===== config.mk =====
export PLATFORM = sky130hd
export DESIGN_NAME = pingpong_capture_framer
export DESIGN_NICKNAME = d
export VERILOG_FILES = /design/src/hdl/pcf_pkg.sv /design/src/hdl/pingpong_capture_framer.sv /design/src/hdl/pcf_ram.sv
export SDC_FILE = /design/constraint.sdc
export NUM_CORES = 2
export LEC_CHECK = 0
export BUFFER_PORTS_ARGS = -buffer_cell sky130_fd_sc_hd__buf_2
export CORE_MARGIN = 5
export CORE_UTILIZATION = 33
export DETAILED_ROUTE_END_ITERATION = 8
export GPL_TIMING_DRIVEN = 0
export PLACE_DENSITY = 0.46
export SKIP_LAST_GASP = 1
export SYNTH_ARGS = -nofsm -noshare
export SYNTH_HDL_FRONTEND = slang
export SYNTH_SLANG_ARGS = --single-unit

===== constraint.sdc =====
create_clock -name clk -period 2.75 [get_ports clk]
set_input_delay 0.6875 -clock clk [delete_from_list [all_inputs] [get_ports clk]]
set_output_delay 0.6875 -clock clk [all_outputs]
set_load 0.05 [all_outputs]

===== src/hdl/pcf_pkg.sv =====
// Package for the ping-pong capture framer: sizes, sync bytes, event kinds
// and sequencer state type. No dependencies.
`default_nettype none
package pcf_pkg;

  localparam int unsigned CHANNELS_DEF = 4;
  localparam int unsigned SLOTS_DEF    = 8;
  localparam int unsigned SAMPLE_W     = 24;
  localparam int unsigned WORD_W       = 16;
  localparam int unsigned VALUE_W      = 32;
  localparam int unsigned CHAN_W       = 2;
  localparam int unsigned IN_DATA_W    = 40;

  localparam logic [7:0] SYNC0     = 8'h55;
  localparam logic [7:0] SYNC1     = 8'hAA;
  localparam logic [7:0] BYTE_ZERO = 8'h00;

  localparam logic KIND_CAPTURE = 1'b0;
  localparam logic KIND_INDEX   = 1'b1;

  typedef enum logic [2:0] {
    ST_IDLE,
    ST_SYNC,
    ST_READ,
    ST_EMIT_A,
    ST_EMIT_B,
    ST_TAIL
  } state_t;

endpackage
`default_nettype wire


===== src/hdl/pingpong_capture_framer.sv =====
// Top level of the ping-pong capture framer: event handling, sample store
// and frame sequencer. Depends on pcf_pkg and pcf_ram.
//
// Capture events (tuser = 0) store bits 23:0 of the timer value for their
// channel at the current slot of the active bank; index pulses (tuser = 1)
// advance the slot, and on wrap to zero the banks swap and the bank just
// filled goes out as a frame: 0x55 0xAA, then each channel's samples in slot
// order, three bytes each, LSB first, two bytes per 16-bit word (earlier
// byte low). An odd final byte is padded with zero. tlast marks the final
// word. Events are ignored while capture_enable is low. Capture and
// non-wrapping index transactions leave the input ready. A wrapping index
// pulse starts a frame of 1 + ceil(3*CHANNELS*SLOTS/2) words (49 by
// default); the input is not ready until the last word is loaded into the
// output register. The sequencer reads the sample RAM one entry at a time
// through its single read port and packs the bytes two to a word; output
// stalls hold it. The store reads as zero after reset via one valid flag
// per entry, so no clearing pass is needed.
`default_nettype none
module pingpong_capture_framer #(
  parameter int unsigned CHANNELS = pcf_pkg::CHANNELS_DEF,
  parameter int unsigned SLOTS    = pcf_pkg::SLOTS_DEF
) (
  input  wire logic                               clk,
  input  wire logic                               rst,
  // configuration
  input  wire logic                               cfg_wen,
  input  wire logic                               cfg_wdata,   // capture_enable
  // event stream
  input  wire logic                               s_tvalid,
  output logic                                    s_tready,
  input  wire logic [pcf_pkg::IN_DATA_W-1:0]      s_tdata,     // [1:0] channel,
                                                               // [33:2] capture_value
  input  wire logic                               s_tuser,     // kind
  // frame stream
  output logic                                    m_tvalid,
  input  wire logic                               m_tready,
  output logic [pcf_pkg::WORD_W-1:0]              m_tdata,     // [15:0] frame_word
  output logic                                    m_tlast      // last_word
);
  import pcf_pkg::*;

  localparam int unsigned CH_W   = (CHANNELS > 1) ? $clog2(CHANNELS) : 1;
  localparam int unsigned SL_W   = $clog2(SLOTS);
  localparam int unsigned ADDR_W = 1 + CH_W + SL_W;
  localparam int unsigned DEPTH  = 1 << ADDR_W;

  // Registers
  logic                capture_enable;
  logic [SL_W-1:0]     slot_index;
  logic                active_bank;
  logic                frame_bank;
  logic [CH_W-1:0]     ch_cnt;
  logic [SL_W-1:0]     sl_cnt;
  logic                pend;
  logic [7:0]          pend_byte;
  logic [DEPTH-1:0]    valid;
  logic                valid_q;
  state_t              state, state_next;

  // Input fields
  logic                kind;
  logic [CHAN_W-1:0]   channel;
  logic [VALUE_W-1:0]  capture_value;

  assign kind          = s_tuser;
  assign channel       = s_tdata[CHAN_W-1:0];
  assign capture_value = s_tdata[CHAN_W +: VALUE_W];

  // Sequencer controls
  logic                in_take;
  logic                wr_en;
  logic [ADDR_W-1:0]   wr_addr;
  logic                rd_en;
  logic [ADDR_W-1:0]   rd_addr;
  logic [SAMPLE_W-1:0] rd_data;
  logic [SAMPLE_W-1:0] sample;
  logic                out_free;
  logic                load;
  logic [WORD_W-1:0]   word_d;
  logic                last_d;
  logic                advance;
  logic                pend_set;
  logic                pend_clr;
  logic                last_sample;
  logic                slot_wrap;
  logic [SL_W-1:0]     slot_next;

  assign s_tready  = (state == ST_IDLE);
  assign in_take   = s_tvalid && s_tready && capture_enable;
  assign out_free  = !m_tvalid || m_tready;
  assign slot_wrap = (slot_index == SL_W'(SLOTS - 1));
  assign slot_next = slot_wrap ? '0 : slot_index + SL_W'(1);

  assign wr_en   = in_take && (kind == KIND_CAPTURE) && (32'(channel) < CHANNELS);
  assign wr_addr = {active_bank, channel[CH_W-1:0], slot_index};
  assign rd_addr = {frame_bank, ch_cnt, sl_cnt};

  // unwritten entries read as zero
  assign sample      = valid_q ? rd_data : '0;
  assign last_sample = (ch_cnt == CH_W'(CHANNELS - 1)) && (sl_cnt == SL_W'(SLOTS - 1));

  pcf_ram #(
    .WIDTH (SAMPLE_W),
    .DEPTH (DEPTH)
  ) u_store (
    .clk     (clk),
    .wr_en   (wr_en),
    .wr_addr (wr_addr),
    .wr_data (capture_value[SAMPLE_W-1:0]),
    .rd_en   (rd_en),
    .rd_addr (rd_addr),
    .rd_data (rd_data)
  );

  always_ff @(posedge clk) begin
    if (rst) begin
      state <= ST_IDLE;
    end else begin
      state <= state_next;
    end
  end

  // Next state and byte packing
  always_comb begin
    state_next = state;
    load       = 1'b0;
    word_d     = '0;
    last_d     = 1'b0;
    rd_en      = 1'b0;
    advance    = 1'b0;
    pend_set   = 1'b0;
    pend_clr   = 1'b0;
    unique case (state)
      ST_IDLE: begin
        if (in_take && (kind == KIND_INDEX) && slot_wrap) begin
          state_next = ST_SYNC;
        end
      end
      ST_SYNC: begin
        if (out_free) begin
          load       = 1'b1;
          word_d     = {SYNC1, SYNC0};
          state_next = ST_READ;
        end
      end
      ST_READ: begin
        rd_en      = 1'b1;
        state_next = ST_EMIT_A;
      end
      ST_EMIT_A: begin
        if (out_free) begin
          load = 1'b1;
          if (!pend) begin
            word_d   = sample[15:0];
            pend_set = 1'b1;
            if (last_sample) begin
              state_next = ST_TAIL;
            end else begin
              advance    = 1'b1;
              state_next = ST_READ;
            end
          end else begin
            word_d     = {sample[7:0], pend_byte};
            state_next = ST_EMIT_B;
          end
        end
      end
      ST_EMIT_B: begin
        if (out_free) begin
          load     = 1'b1;
          word_d   = sample[23:8];
          last_d   = last_sample;
          pend_clr = 1'b1;
          if (last_sample) begin
            state_next = ST_IDLE;
          end else begin
            advance    = 1'b1;
            state_next = ST_READ;
          end
        end
      end
      ST_TAIL: begin
        if (out_free) begin
          load       = 1'b1;
          word_d     = {BYTE_ZERO, pend_byte};
          last_d     = 1'b1;
          pend_clr   = 1'b1;
          state_next = ST_IDLE;
        end
      end
      default: begin
        state_next = ST_IDLE;
      end
    endcase
  end

  // Control state
  always_ff @(posedge clk) begin
    if (rst) begin
      capture_enable <= 1'b0;
      slot_index     <= '0;
      active_bank    <= 1'b0;
      frame_bank     <= 1'b0;
      ch_cnt         <= '0;
      sl_cnt         <= '0;
      pend           <= 1'b0;
      valid          <= '0;
      m_tvalid       <= 1'b0;
    end else begin
      if (cfg_wen) begin
        capture_enable <= cfg_wdata;
      end
      if (wr_en) begin
        valid[wr_addr] <= 1'b1;
      end
      if (in_take && (kind == KIND_INDEX)) begin
        slot_index <= slot_next;
        if (slot_wrap) begin
          frame_bank  <= active_bank;
          active_bank <= ~active_bank;
          ch_cnt      <= '0;
          sl_cnt      <= '0;
        end
      end
      if (advance) begin
        if (sl_cnt == SL_W'(SLOTS - 1)) begin
          sl_cnt <= '0;
          ch_cnt <= ch_cnt + CH_W'(1);
        end else begin
          sl_cnt <= sl_cnt + SL_W'(1);
        end
      end
      if (pend_set) begin
        pend <= 1'b1;
      end else if (pend_clr) begin
        pend <= 1'b0;
      end
      if (load) begin
        m_tvalid <= 1'b1;
      end else if (m_tready) begin
        m_tvalid <= 1'b0;
      end
    end
  end

  // Payload registers
  always_ff @(posedge clk) begin
    if (rd_en) begin
      valid_q <= valid[rd_addr];
    end
    if (pend_set) begin
      pend_byte <= sample[23:16];
    end
    if (load) begin
      m_tdata <= word_d;
      m_tlast <= last_d;
    end
  end

  // Checks
  a_write_idle: assert property (@(posedge clk) disable iff (rst)
    wr_en |-> (state == ST_IDLE))
    else $error("store written during frame read-out");

  a_pend_idle: assert property (@(posedge clk) disable iff (rst)
    (state == ST_IDLE) |-> !pend)
    else $error("pending byte left over at end of frame");

  a_pend_needed: assert property (@(posedge clk) disable iff (rst)
    (state == ST_EMIT_B || state == ST_TAIL) |-> pend)
    else $error("odd byte missing when packing second word");

  a_frame_on_wrap: assert property (@(posedge clk) disable iff (rst)
    (state == ST_SYNC && $past(state) == ST_IDLE) |->
      (slot_index == '0 && active_bank != frame_bank))
    else $error("frame started without a bank swap");

  a_load_free: assert property (@(posedge clk) disable iff (rst)
    load |-> out_free)
    else $error("output word overwritten before transfer");

endmodule
`default_nettype wire


===== src/hdl/pcf_ram.sv =====
// Generic single-write, single-read RAM with registered read data.
// Uses pcf_pkg for its default width only.
`default_nettype none
module pcf_ram #(
  parameter int unsigned WIDTH  = pcf_pkg::SAMPLE_W,
  parameter int unsigned DEPTH  = 64,
  localparam int unsigned ADDR_W = $clog2(DEPTH)
) (
  input  wire logic              clk,
  input  wire logic              wr_en,
  input  wire logic [ADDR_W-1:0] wr_addr,
  input  wire logic [WIDTH-1:0]  wr_data,
  input  wire logic              rd_en,
  input  wire logic [ADDR_W-1:0] rd_addr,
  output logic      [WIDTH-1:0]  rd_data
);
  import pcf_pkg::*;

  logic [WIDTH-1:0] mem [DEPTH];

  always_ff @(posedge clk) begin
    if (wr_en) begin
      mem[wr_addr] <= wr_data;
    end
    if (rd_en) begin
      rd_data <= mem[rd_addr];
    end
  end

endmodule
`default_nettype wire


==> reports/results.tsv <==
metric	value	unit
syn_nets	3052	
yosysWarnings	0	
tns	0	ns
h-tree-depth	4	
cp-start-kind	register	
fin_skew	0.0299	ns
clk_latency	0.80	ns
synthFlopType	edfxtp_1	
drtPass1Iterations	5	
synth_compound_area_frac	0.0300	
grt_pass1_vias	32400	
crit_type	reg -> reg	
hold_depth	3	
wl	192000	microns
total_power	0.0555	W
synth-adder-area-share	0.000973	
synth_simple_gate_area_share	0.0253	
io_pins	66	
route.detailed.vias_per_inst	5.28	
core.rowCount	162	
grt_setup_unrepaired	yes	
fin_crit_sh	0.997	
relSlewSlack	0.0490	
port_buffers	50	
grt_usage	0.187	
crit_fanout	10	
leakage	23.5	nW
synth_top_area_share	0.741	
nNetsFinal	3434	
outcome	finished, final reports clean	
clock-sinks	1666	
synth_edf_count	1586	
drive_gt1_frac	0.347	
fmax	365	MHz
synthXorXnorAreaFrac	0.000136	
arrival	3.27	ns
grt_max_degree	65	
finish.utilization	0.399	
wl_per_cell	31.6	microns
ys_seq_area_frac	0.765	
synth_cells	3000	
cts_inserted_buffers	178	
syn2layout_area_growth	20.6	%
hold_path.class	in -> reg	
drt-initial-drc-count	3427	
synthMuxAreaShare	0.159	
required	3.28	ns
layout_min_cycle_time	2.74	ns
worstMarginPinSlew	1.43	ns
syn_area_per_cell	21.4	sq um
reg2reg_depth	8	
grt_pass1_wl	267000	microns
crit_path_end_kind	register	
powerDensity	715	nW/um^2
num_vias	32200	
mappedNetlistArea	64300	sq um
grt_overflow_total	0	
clockBufferDepth	3	
die_area	204000	sq um
synth_cell_types	61	
finalHoldViolations	0	
core-area	194000	sq um
synth_top_family_by_area	multiplexers	
clk_pin_slew	0.06	ns
die_x	451	microns
dp_hpwl	122000	microns
ir_drop	0.664	mV
ys_top_cells_by_area	edfxtp_1, mux4_2, dfxtp_1	
place_congestion	0.880	
dp.cells	5650	
cts_hold_buffers	0	
die_y	451	microns
ys_ff_latch	1666	
cts-root-buf	clkbuf_16	
drc	0	
drv_slew	0	
final_cells	6085	
initial_core_util	0.331	
tritoncts	done	
async_reset_ff_frac	0	
yosysTopAreaCell	edfxtp_1	
ant_nets	0	
cap_violations	0	
grt_antenna_before_repair	13	
finalSetupViolations	0	
## cell type report
type	count	area [sq um]
diodes	11	27.5
flip-flops and latches	1666	49200
inverters	4	17.5
clock inverters	103	820
clock buffers	227	4770
plain buffers	170	1520
repair buffers	192	2670
fillers	17100	117000
multi-input cells	1170	15300
well taps	2542	3180
## where the power goes
| group | internal [W] | leakage, nW | total [W] | switching, W |
|---|---|---|---|---|
| registers | 0.0281 | 14.9 | 0.0283 | 0.000218 |
| logic | 0.00150 | 5.82 | 0.00403 | 0.00254 |
| clock network | 0.0132 | 2.76 | 0.0231 | 0.00992 |
## synthesized netlist by cell type (2+ instances only)
cell type / instances
nand3b_1: 4
buf_1: 7
o22ai_1: 95
o221ai_1: 21
and2_1: 20
a21oi_1: 105
nor4_4: 2
mux2i_1: 61
mux4_1: 27
inv_1: 3
or3b_2: 2
buf_2: 62
clkbuf_8: 7
or2_2: 4
nand3_1: 9
o32ai_1: 4
o22a_1: 3
nand2b_1: 16
edfxtp_1: 1586
o211ai_1: 7
and3b_1: 3
ha_1: 5
o21ai_1: 20
nor3b_1: 3
buf_4: 29
nor2_1: 169
nand2_1: 43
buf_6: 22
o21ai_0: 7
nor3_1: 7
a22oi_1: 34
buf_8: 4
buf_12: 5
or4_1: 7
nor2b_1: 14
dfxtp_1: 80
mux2_2: 45
o32a_1: 4
or3_1: 20
clkbuf_1: 39
mux4_2: 373
and3_1: 3
## metrics by stage
| step | hold WS [ns] | instance area (sq um) | setup slack [ns] |
|---|---|---|---|
| 2_1_floorplan | 0.428 | 64300 | -0.125 |
| 3_3_place_gp | 0.442 | 67800 | -2.44 |
| 3_5_place_dp | 0.452 | 69600 | -1.14 |
| 4_1_cts | 0.0615 | 76900 | -0.176 |
| 5_1_grt | 0.124 | 77500 | -0.0735 |
| 6_report | 0.134 | 77500 | 0.00873 |
## timing repair
action | 4_1_cts | 5_1_grt
resized for setup | 218 | 65
endpoints found under the setup margin | 1562 | 148
buffers inserted | 64 | 18
pin swaps | 53 | 19
cloned | 16 | 0
## cell families (layout without fill, tap and decap cells)
logic type / after synthesis / after routing
AND/OR/NAND/NOR: 333 / 349
AO/OA/AOI/OAI: 309 / 309
XOR/XNOR: 1 / 1
buffers and inverters: 180 / 696
adder cells (fa/ha/maj): 5 / 5
multiplexers: 506 / 506
flip-flops: 1666 / 1666
other: 0 / 11
## state kept, by name, summed over array words and instances, names as in the netlist, 2 cells and up
| signal | count |
|---|---|
| u_store.mem | 1536 |
| valid | 64 |
| u_store.rd_data | 24 |
| m_tdata | 16 |
| pend_byte | 8 |
| sl_cnt | 3 |
| slot_index | 3 |
| state | 3 |
| ch_cnt | 2 |
## layout by cell type (no fill, tap or decap), types with 11 or more instances in the layout
cell	synthesis	layout
nor2_1	169	104
nor2_4	0	71
o21ai_1	20	21
and2_1	20	20
buf_12	5	83
clkinv_1	0	39
o22ai_1	95	72
o22ai_2	0	17
clkbuf_16	0	181
buf_8	4	13
buf_16	0	24
mux2_2	45	45
or3_1	20	19
clkbuf_8	7	15
nand2_2	1	22
nand2b_1	16	14
clkinv_2	0	38
dfxtp_1	80	78
nand2_1	43	16
clkbuf_1	39	62
edfxtp_1	1586	1586
buf_4	29	99
mux4_1	27	27
o221ai_1	21	19
mux2i_4	0	24
diode_2	0	11
a21oi_1	105	88
nor2b_1	14	13
a21oi_2	0	12
mux2i_1	61	27
buf_2	62	67
mux4_2	373	373
buf_6	22	25
a22oi_1	34	28
## worst paths after layout
path / from / end / slack, ns
max reg2reg: sl_cnt[2] / u_store.rd_data[21] / 0.009
min reg2reg: valid[10] / valid[10] / 0.47
min: cfg_wdata / capture_enable / 0.13
max: sl_cnt[2] / u_store.rd_data[21] / 0.009
## critical path, cell delays in order, from the launching register on
cell and delay, ns:
dfxtp_2 0.48, clkbuf_8 0.28, buf_4 0.27, buf_8 0.28, buf_8 0.27, mux2i_1 0.36
a21oi_2 0.18, nand2_2 0.21, o21ai_1 0.11
## layer usage
metal  part of all wire  global-route usage  vias to the layer above
li1                   -                   -                    13400
met1               0.44               0.269                    17400
met2               0.47               0.290                     1030
met3              0.062              0.0326                      241
met4              0.032              0.0603                        0
met5                  0                   0                        -
Power figures use the tool's default switching activity.
